$ cat src/hdl/bbr_pkg.sv
// Shared types and constants for the 3x3 RGB box blur.
package bbr_pkg;

  localparam int CH_W       = 8;   // one color channel
  localparam int RGB_W      = 24;  // R, G, B as kept in the line stores
  localparam int CSUM_W     = 10;  // sum of three channel samples
  localparam int SUM_W      = 12;  // sum of nine channel samples
  localparam int COORD_W    = 10;
  localparam int CFG_IDX_W  = 4;
  localparam int CFG_DATA_W = 11;

  localparam logic [CFG_IDX_W-1:0] REG_ACTIVE_WIDTH  = 4'd0;
  localparam logic [CFG_IDX_W-1:0] REG_ACTIVE_HEIGHT = 4'd1;

  localparam int DIM_RESET = 1024;

  localparam int QDEPTH = 4;
  localparam int QPTR_W = 2;
  localparam int QCNT_W = 3;

  // x / 9 == (x * 7282) >> 16 for every x below 32768
  localparam int              DIV9_PROD_W = 25;
  localparam int              DIV9_SHIFT  = 16;
  localparam logic [12:0]     DIV9_MUL    = 13'd7282;
  localparam logic [CH_W-1:0] ALPHA_OPAQUE = 8'hFF;

  typedef struct packed {
    logic [CSUM_W-1:0] r;
    logic [CSUM_W-1:0] g;
    logic [CSUM_W-1:0] b;
  } colsum_t;

  typedef struct packed {
    colsum_t              left;
    colsum_t              centre;
    colsum_t              right;
    logic                 mask_left;
    logic                 mask_right;
    logic [COORD_W-1:0]   x;
    logic [COORD_W-1:0]   y;
    logic                 done;
  } entry_t;

  typedef struct packed {
    logic [QCNT_W-1:0] count;
    logic              empty;
  } q_status_t;

endpackage

$ cat src/hdl/bbr_queue.sv
// Short request queue between the front end and the arithmetic back end.
module bbr_queue (
  input  logic               clk,
  input  logic               rst,
  input  logic               push,
  input  bbr_pkg::entry_t    entry_in,
  input  logic               pop,
  output bbr_pkg::entry_t    head,
  output bbr_pkg::q_status_t status
);

  localparam int PW = bbr_pkg::QPTR_W;
  localparam int NW = bbr_pkg::QCNT_W;

  bbr_pkg::entry_t slots [bbr_pkg::QDEPTH];
  logic [PW-1:0]   wr_ptr, rd_ptr;
  logic [NW-1:0]   count;

  always_ff @(posedge clk) begin
    if (push) begin
      slots[wr_ptr] <= entry_in;
    end
  end

  always_ff @(posedge clk) begin
    if (rst) begin
      wr_ptr <= '0;
      rd_ptr <= '0;
      count  <= '0;
    end else begin
      if (push) begin
        wr_ptr <= wr_ptr + PW'(1);
      end
      if (pop) begin
        rd_ptr <= rd_ptr + PW'(1);
      end
      count <= count + NW'(push) - NW'(pop);
    end
  end

  assign head         = slots[rd_ptr];
  assign status.count = count;
  assign status.empty = count == '0;

endmodule

$ cat config.mk
export PLATFORM = sky130hd
export DESIGN_NAME = bbr_queue
export DESIGN_NICKNAME = d
export VERILOG_FILES = /design/src/hdl/bbr_pkg.sv /design/src/hdl/bbr_queue.sv
export SDC_FILE = /design/constraint.sdc
export NUM_CORES = 1
export LEC_CHECK = 0
export ABC_AREA = 0
export ABC_CLOCK_PERIOD_IN_PS = 4000
export BUFFER_PORTS_ARGS = -buffer_cell sky130_fd_sc_hd__buf_4
export CORE_MARGIN = 1.5
export CORE_UTILIZATION = 59
export CTS_BUF_LIST = sky130_fd_sc_hd__clkbuf_4
export DETAILED_ROUTE_END_ITERATION = 6
export PLACE_DENSITY = 0.85
export SKIP_CTS_REPAIR_TIMING = 1
export SLEW_MARGIN = 15
export SYNTH_ARGS = -nofsm -noshare
export SYNTH_HDL_FRONTEND = slang
export SYNTH_SLANG_ARGS = --single-unit
$ cat constraint.sdc
create_clock -name clk -period 4 [get_ports clk]
set_input_delay 0.2 -clock clk [delete_from_list [all_inputs] [get_ports clk]]
set_output_delay 0.2 -clock clk [all_outputs]
set_load 0.01 [all_outputs]
==> reports/metrics.json <==
{
  "placement": {
    "dpl.cell_count": 1233,
    "gp_congestion": 0.704,
    "hpwl_um": 18800,
    "detailed_place.area_um2": 18900,
    "pre_cts_ws_ns": 1.79,
    "portBuffers": 233
  },
  "timing": {
    "worst_slew_pin_slew_ns": 0.922,
    "slew_headroom_pct": 38.5,
    "final_period_minus_worst_setup_slack_ns": 2.86,
    "setup_viol": 0,
    "rsz0062_at_grt": "no",
    "setup_total_negative_slack_ns": 0,
    "final_critical_path_setup_slack_ns": 1.14,
    "finClkSkew_ns": 0.0529,
    "layout_worst_path_cycle_share_pct": 71.4,
    "final-hold-violation-count": 0,
    "max_freq_ghz": 0.350,
    "slew_violations": 0
  },
  "drt": {
    "drt_iter0_markers": 798,
    "drtAntennaViolNets": 0,
    "wire_per_inst_um": 22.9,
    "viasPerCell": 5.52,
    "routed_wirelength_um": 35500,
    "number_of_optimization_iterations_in_the_first_detailed_route_pass": 5,
    "detail_route.drc_violations": 0,
    "vias": 8552
  },
  "yosys": {
    "yosysSeqAreaShare_pct": 82.1,
    "synth_compound_area_share_pct": 0.0896,
    "synth.area.mux_share_pct": 15.2,
    "synth-main-ff-cell": "edfxtp_1",
    "syn-num-nets": 756,
    "fraction_of_registers_with_async_set_or_reset_after_synthesis_pct": 0,
    "synth_top_family_by_area": "multiplexers",
    "syn-cell-area_um2": 16800,
    "synthesis_stage_register_bit_count": 461,
    "yosysWarnings": 0,
    "synth_simple_gate_area_share_pct": 0.411,
    "synth_fa_ha_area_share_pct": 0.567,
    "post_synth_inst_count": 632,
    "synth_xor_xnor_area_share_pct": 0.246,
    "synth_enable_flop_cells": 452,
    "mean_area_per_synthesized_cell_um2": 26.5,
    "synth.distinct_cells": 20
  },
  "worst_hold_path": {
    "hold-path-endpoint": "slots[0][80]$_DFFE_PP_",
    "worst_hold_stages": 2,
    "worst_hold_startpoint": "entry_in[80]",
    "hp-class": "input port to register"
  },
  "final_layout": {
    "layout.cells.most_common_list": "452 x edfxtp_1, 246 x buf_4, 159 x clkbuf_4, 116 x dlygate4sd3_1, 113 x mux4_2",
    "final_layout_size_suffix_gt1_share_pct": 45.9,
    "finish.net_count": 1205,
    "design_area_um2": 21500,
    "area.growth.synth_to_final_pct": 28.3,
    "final-instance-count-excl-fill": 1549,
    "layout_commonest_cell": "edfxtp_1",
    "post-route-util_pct": 77.2
  },
  "die": {
    "rows": 61,
    "die-width_um": 172,
    "die_h_um": 172,
    "ioPinCount": 234,
    "die_area_um2": 29400,
    "core_area_um2": 27900,
    "initial_utilization_pct": 60.2
  },
  "setup_path": {
    "path_class": "register to output port",
    "worstPathRequired_ns": 3.80,
    "endpoint_type_of_the_worst_setup_path": "output port",
    "r2r_slack_ns": 1.83,
    "cp_max_fo": 43,
    "worst_r2r_startpoint": "wr_ptr[0]$_SDFFE_PP0P_",
    "timing.critical_path.arrival_ns": 2.66,
    "worstSetupStartpointType": "register",
    "worstRegToRegCells": 4,
    "worstReg2RegEnd": "slots[2][72]$_DFFE_PP_"
  },
  "global_routing": {
    "maximum_number_of_pins_on_one_net_before_global_route_repair": 56,
    "grt_util_all_layers_pct": 21.5,
    "wire_length_of_the_first_global_routing_pass_um": 46600,
    "first_global_vias": 8518,
    "globalRouteOverflowTotal": 0,
    "antenna_found_initial": 4
  },
  "power_and_ir_drop": {
    "worst_ir_drop_vdd_mv": 0.515,
    "power-per-cell-area_nw_per_um2": 491,
    "leakage_nw": 7.49
  },
  "clock_tree": {
    "clk-insertion-delay-late_ns": 0.72,
    "max_buffers_root_to_sink": 3,
    "cts_tree": "done",
    "cts_num_sinks": 461,
    "cts.root.buffer_cell": "clkbuf_4",
    "cts_made_buffers": 108,
    "cts.reportedPaths.clkPinSlew_ns": 0.07,
    "ctsHtreeMaxLevel": 3
  },
  "job": {
    "maxCapViolCount": 0
  },
  "outcome": {
    "status": "completed"
  }
}
-- final cells by class --
cell class / count / area [um2]
diodes: 4 / 10.0
repair buffers: 365 / 3070
clock buffers: 159 / 1190
multi-input cells: 139 / 2790
inverters: 6 / 22.5
well taps: 378 / 473
clock inverters: 37 / 185
flip-flops and latches: 461 / 13800
fillers: 1443 / 6360
-- through the flow --
stage | hold slack (ns) | power, mW
after floorplan | 0.272 | 6.33
after global placement | 0.400 | 6.83
after detailed placement | 0.403 | 6.87
after CTS | -0.395 | 10.5
after global routing | 0.165 | 11.0
final | 0.230 | 10.6
-- power breakdown --
group          internal, mW  switching (mW)  total (mW)  leakage (nW)
logic                 0.663           0.569        1.23          2.45
registers              5.55           0.102        5.65          4.23
clock network          1.89            1.78        3.68         0.817
-- synthesized netlist by cell type, types with 2 or more instances --
library cell / instances / area (um2)
xnor2_1: 2 / 17.5
inv_1: 6 / 22.5
mux4_2: 113 / 2540
buf_2: 12 / 60.1
nor2_1: 5 / 18.8
dfxtp_1: 9 / 180
edfxtp_1: 452 / 13600
ha_1: 6 / 75.1
and2_1: 4 / 25.0
buf_8: 8 / 120
clkbuf_1: 5 / 18.8
nor2b_1: 2 / 12.5
-- routing by layer --
layer,vias to the layer above,global-route usage [%],share of wire (%)
met1,4403,27.0,37
met5,-,0,0
met4,0,6.41,1.1
met3,33,7.94,8.4
met2,417,35.5,54
li1,3699,-,-
-- state kept, by name, summed over array words and instances, names as in the netlist, named ones only --
signal and count:
count 3, rd_ptr 2, slots 452, wr_ptr 2
-- kinds of logic after synthesis --
group | after synthesis
compound gates | 2
xor+xnor | 3
fa+ha+maj | 7
buf+inv | 32
flops | 461
mux | 114
simple gates | 13
-- worst max-delay path by stage --
stage | slack (ns) | from | endpoint
floorplan | 0.37 | wr_ptr[0]$_SDFFE_PP0P_ | slots[0][0]$_DFFE_PP_
global placement | 1.77 | register | head[46]
detailed placement | 1.79 | register | head[90]
CTS | 1.03 | register | head[107]
global route | 0.92 | register | head[87]
finish | 1.14 | register | head[87]
-- worst max-delay path, cell delays in order (launching register included) --
cell     delay [ns]
dfxtp_4        0.77
buf_12         0.39
mux4_2         0.59
buf_4          0.17
No activity file was read; power rests on OpenSTA's default activity.
