## src/hdl/bbr_pkg.sv

```systemverilog
// Shared types and constants for the 3x3 RGB box blur.
package bbr_pkg;

  localparam int CH_W       = 8;   // one color channel
  localparam int RGB_W      = 24;  // R, G, B as kept in the line stores
  localparam int CSUM_W     = 10;  // sum of three channel samples
  localparam int SUM_W      = 12;  // sum of nine channel samples
  localparam int COORD_W    = 10;
  localparam int CFG_IDX_W  = 4;
  localparam int CFG_DATA_W = 11;

  localparam logic [CFG_IDX_W-1:0] REG_ACTIVE_WIDTH  = 4'd0;
  localparam logic [CFG_IDX_W-1:0] REG_ACTIVE_HEIGHT = 4'd1;

  localparam int DIM_RESET = 1024;

  localparam int QDEPTH = 4;
  localparam int QPTR_W = 2;
  localparam int QCNT_W = 3;

  // x / 9 == (x * 7282) >> 16 for every x below 32768
  localparam int              DIV9_PROD_W = 25;
  localparam int              DIV9_SHIFT  = 16;
  localparam logic [12:0]     DIV9_MUL    = 13'd7282;
  localparam logic [CH_W-1:0] ALPHA_OPAQUE = 8'hFF;

  typedef struct packed {
    logic [CSUM_W-1:0] r;
    logic [CSUM_W-1:0] g;
    logic [CSUM_W-1:0] b;
  } colsum_t;

  typedef struct packed {
    colsum_t              left;
    colsum_t              centre;
    colsum_t              right;
    logic                 mask_left;
    logic                 mask_right;
    logic [COORD_W-1:0]   x;
    logic [COORD_W-1:0]   y;
    logic                 done;
  } entry_t;

  typedef struct packed {
    logic [QCNT_W-1:0] count;
    logic              empty;
  } q_status_t;

endpackage

```

## src/hdl/bbr_back.sv

```systemverilog
// Back end: masked window sum, divide by nine, output register.
module bbr_back (
  input  logic                             clk,
  input  logic                             rst,
  input  bbr_pkg::q_status_t               q_status,
  input  bbr_pkg::entry_t                  head,
  output logic                             pop,
  output logic                             out_valid,
  input  logic                             out_ready,
  output logic [31:0]                      pixel_out,
  output logic [bbr_pkg::COORD_W-1:0]      out_x,
  output logic [bbr_pkg::COORD_W-1:0]      out_y,
  output logic                             frame_done
);

  localparam int SW  = bbr_pkg::SUM_W;
  localparam int PW  = bbr_pkg::DIV9_PROD_W;
  localparam int CHW = bbr_pkg::CH_W;
  localparam int SH  = bbr_pkg::DIV9_SHIFT;

  logic                          b1_valid, b1_free, out_load;
  logic [SW-1:0]                 b1_r, b1_g, b1_b;
  logic [SW-1:0]                 sum_r, sum_g, sum_b;
  logic [bbr_pkg::COORD_W-1:0]   b1_x, b1_y;
  logic                          b1_done;
  bbr_pkg::colsum_t              lft, rgt;
  logic [PW-1:0]                 prod_r, prod_g, prod_b;

  assign out_load = b1_valid && (!out_valid || out_ready);
  assign b1_free  = !b1_valid || out_load;
  assign pop      = !q_status.empty && b1_free;

  always_comb begin
    lft   = head.mask_left ? '0 : head.left;
    rgt   = head.mask_right ? '0 : head.right;
    sum_r = SW'(lft.r) + SW'(head.centre.r) + SW'(rgt.r);
    sum_g = SW'(lft.g) + SW'(head.centre.g) + SW'(rgt.g);
    sum_b = SW'(lft.b) + SW'(head.centre.b) + SW'(rgt.b);
  end

  always_ff @(posedge clk) begin
    if (rst) begin
      b1_valid <= 1'b0;
    end else if (b1_free) begin
      b1_valid <= pop;
    end
  end

  always_ff @(posedge clk) begin
    if (pop) begin
      b1_r    <= sum_r;
      b1_g    <= sum_g;
      b1_b    <= sum_b;
      b1_x    <= head.x;
      b1_y    <= head.y;
      b1_done <= head.done;
    end
  end

  always_comb begin
    prod_r = PW'(b1_r) * PW'(bbr_pkg::DIV9_MUL);
    prod_g = PW'(b1_g) * PW'(bbr_pkg::DIV9_MUL);
    prod_b = PW'(b1_b) * PW'(bbr_pkg::DIV9_MUL);
  end

  always_ff @(posedge clk) begin
    if (rst) begin
      out_valid <= 1'b0;
    end else if (out_load) begin
      out_valid <= 1'b1;
    end else if (out_ready) begin
      out_valid <= 1'b0;
    end
  end

  always_ff @(posedge clk) begin
    if (out_load) begin
      pixel_out  <= {prod_r[SH +: CHW], prod_g[SH +: CHW], prod_b[SH +: CHW],
                     bbr_pkg::ALPHA_OPAQUE};
      out_x      <= b1_x;
      out_y      <= b1_y;
      frame_done <= b1_done;
    end
  end

endmodule

```

## config.mk

```make
export PLATFORM = sky130hd
export DESIGN_NAME = bbr_back
export DESIGN_NICKNAME = d
export VERILOG_FILES = /design/src/hdl/bbr_pkg.sv /design/src/hdl/bbr_back.sv
export SDC_FILE = /design/constraint.sdc
export NUM_CORES = 1
export LEC_CHECK = 0
export BUFFER_PORTS_ARGS = -buffer_cell sky130_fd_sc_hd__buf_2
export CAP_MARGIN = 25
export CORE_MARGIN = 3
export CORE_UTILIZATION = 53
export CTS_CLUSTER_SIZE = 28
export DETAILED_ROUTE_END_ITERATION = 10
export GPL_TIMING_DRIVEN = 0
export PLACE_DENSITY = 0.89
export SETUP_SLACK_MARGIN = 0.5
export SYNTH_ARGS = -nofsm -noshare
export SYNTH_HDL_FRONTEND = slang
export SYNTH_SLANG_ARGS = --single-unit
export TNS_END_PERCENT = 20
```

## constraint.sdc

```tcl
create_clock -name clk -period 4.8 [get_ports clk]
set_input_delay 0 -clock clk [delete_from_list [all_inputs] [get_ports clk]]
set_output_delay 0 -clock clk [all_outputs]
set_load 0.01 [all_outputs]
```

==> results by group <==
Outcome
  – Status: finished, final reports clean

Route
  – Drt first pass iters: 5
  – DRC marker count from the first detailed-route iteration: about 360
  – Average vias per placed instance: between 5 and 6
  – Average detailed-routed wire length per instance: 16.3 um
  – Total wirelength of the detailed-routed design: between 20000 and 30000 um
  – Antenna-violating nets left: 0
  – Number of remaining DRC errors: 0
  – Overall via count from detail_route: between 8000 and 9000

CTS
  – Number of sinks driven by the clock tree: ~100
  – Clock input transition at the sequential cells of the worst setup and hold paths: 0.08 ns
  – Clock root buffer: clkbuf_16
  – Clock buffer count from CTS: 9
  – CTS Buffer Depth: 2
  – Worst-skew pair later-pin latency: 0.36 ns
  – CTS H-Tree Depth: 3
  – Clock tree from TritonCTS: yes

Critical path
  – R2R depth: 15
  – Critical path type: flop to flop
  – Slowest stage cell, crit path: fa_1
  – Worst EP required: around 4.9 ns
  – Longest individual stage delay on the worst path: roughly 0.55 ns
  – WP buf/inv: 3
  – Largest delay share family, worst path: adder cells
  – Terminus of the critical flop-to-flop path: pixel_out[15]$_DFFE_PP_
  – Crit path max fanout: 4
  – CP startpoint: b1_b[8]$_DFFE_PP_
  – Worst Setup End Kind: flop
  – Data arrival time at the worst-slack endpoint: around 4.8 ns
  – R2R Setup Slk: 0.10 ns
  – Cells traversed along the worst timing path: buf_4, fa_1, ha_1, inv_1, fa_1, fa_1, inv_1, ha_1, ha_1, a21oi_2, o21ai_1, or4b_1, and3_1, a311o_1, xnor2_1
  – Worst reg2reg path startpoint: b1_b[8]$_DFFE_PP_
  – Critical path launch point type: flop

STA
  – Maximum clock skew at final layout: about 0.01 ns
  – Number of max-slew violations in the final report: 0
  – RSZ-0062 raised after global routing: true
  – Hold Vio Cnt, Final: 0
  – Achievable clock frequency: ~210 MHz
  – Count of final setup violators: 0
  – Slew margin rel.: 37.1%
  – Transition time of the tightest slew-check pin: between 0.9 and 1 ns
  – Min Tclk post-route: around 4.7 ns
  – Final setup TNS: 0 ns
  – Crit share post-route: a little over nine tenths

Global routing
  – Global-route wire length before repair: slightly above 40000 um
  – Maximum number of pins on one net before global-route repair: 33
  – Via count of the first global-routing pass: roughly 8700
  – Total global-route track usage: a little over a fifth
  – Remaining global-route overflow: 0
  – Antenna violations before repair: 0

Final layout
  – NumNets Final: around 1800
  – Antenna diode count: 0
  – Relative area change from synthesis to final layout: 20.9%
  – Fraction of final layout cells sized beyond drive strength 1: 21.7%

Logic synthesis
  – Netlist cell types: between 50 and 60
  – Post-Synthesis Cell Area: approximately 12000 um2
  – Top flip-flop cell by instance count after synthesis: edfxtp_1
  – Flops & latches, synth: between 100 and 150
  – Leading cell types by total area after synthesis: edfxtp_1, ha_1, fa_1
  – Sequential area share after synthesis: 26.7%
  – Synth Area per Inst: approximately 11 um2
  – Cells after Synth: between 1000 and 1500
  – Number of enable-type register cells in the synthesized netlist: between 100 and 150
  – Share of synthesized registers carrying an async set or reset: 0%
  – Yosys warns: 0
  – Cell type with the highest aggregate area in the netlist: edfxtp_1
  – Yosys top cell area share: between 20% and 30%

Hold path
  – Type of the tightest min-delay check: input port to flop
  – Cell count of the worst hold path: 4
  – Worst Hold Path EP: out_valid$_SDFFE_PP0P_
  – Start point of the worst hold path: out_ready

Floorplan
  – Total Die Area: 23800 um2
  – Die H: about 150 um
  – Initial core utilization: roughly 55%
  – Placeable core region: about 21000 um2
  – Row Count: 53
  – Die X-Extent: ~150 um
  – Count of boundary I/O pins: around 180

Placed design
  – Port Buf Inserts: 161
  – DP Wirelength: between 20000 and 25000 um
  – Global placement routability congestion: 0.911

Flow run
  – Max-cap viol count: 0
-- cell families after synthesis --
group	synth area share, %
mux	0.0860
flops	26.7
xor+xnor	4.37
simple gates	8.91
fa+ha+maj	44.9
compound gates	7.14
other cells	0.0322
buf+inv	7.85
-- tightest hold or removal path: cells and delay by family --
kind	cells	cell delay [ns]
and+or+nand+nor	3	0.28
buffers and inverters	1	0.08
-- state kept, by name, indices dropped and copies added, names as in the netlist --
register	count
pixel_out	24
b1_b	12
b1_g	12
b1_r	12
b1_x	10
b1_y	10
out_x	10
out_y	10
b1_done	1
b1_valid	1
frame_done	1
out_valid	1
-- repair_timing --
item	CTS	global route
resized for setup	22	25
setup endpoints to repair	23	24
pin swaps	10	17
endpoints found under the hold margin	23	0
hold buffers	23	0
setup buffers	23	16
-- worst max-delay path by stage --
stage	to	depth (start not counted)
2_1_floorplan	pixel_out[15]$_DFFE_PP_	16
3_3_place_gp	pop	3
3_5_place_dp	pixel_out[23]$_DFFE_PP_	16
4_1_cts	pixel_out[15]$_DFFE_PP_	16
5_1_grt	pixel_out[15]$_DFFE_PP_	17
6_report	pixel_out[15]$_DFFE_PP_	15
-- layout by cell type (no fill, tap or decap), drive strengths merged, types with 3 or more instances in the layout --
master / n
nand4: 7
xnor2: 44
nand2: 37
buf: 211
a21boi: 6
nand2b: 9
a211oi: 7
inv: 223
a31oi: 3
o21ai: 28
a221oi: 3
and4: 4
or2: 3
edfxtp: 102
o21a: 3
or3: 3
conb: 8
dlygate4sd3: 23
fa: 120
ha: 226
nor3: 10
and3: 5
nor2b: 64
o211ai: 7
clkinv: 3
nor2: 33
a21oi: 36
nand3: 10
xor2: 14
a21o: 14
clkbuf: 16
-- cell type report --
class	instances	area [um2]
multi-input cells	734	8010
fillers	1498	7220
flip-flops and latches	104	3100
repair buffers	225	1370
inverters	219	822
well taps	275	344
clock buffers	9	225
plain buffers	16	93.8
clock inverters	7	91.3
-- synth_stat cells, drive strengths merged (9+ instances only) --
cell	count
ha	226
inv	219
fa	120
edfxtp	102
nor2b	64
xnor2	44
nand2	37
a21oi	36
nor2	33
o21ai	28
a21o	14
xor2	14
nand3	10
nor3	10
buf	9
nand2b	9
-- through the flow --
step / hold slack, ns / cell area [um2] / setup slack (ns) / instances / utilization, %
3_3_place_gp: 0.177 / 12900 / -0.158 / 1509 / 60.4
4_1_cts: 0.0279 / 13800 / 0.148 / 1573 / 64.8
5_1_grt: 0.0746 / 14100 / -0.0247 / 1589 / 66.1
3_5_place_dp: 0.178 / 12900 / -0.134 / 1511 / 60.7
2_1_floorplan: 0.0691 / 11700 / 0.337 / 1073 / -
6_report: 0.0481 / 14100 / 0.101 / 1589 / 66.1
-- routing by layer --
metal	vias to the layer above	routed length [um]	global-route usage (%)
met5	-	0	0
met4	0	491	5.59
met3	36	1410	3.50
met2	280	13100	37.3
met1	3968	10900	26.9
li1	4032	-	-
Power is not shown: default switching activity piles up to over one toggle a cycle in this logic, so the estimate is an artifact.
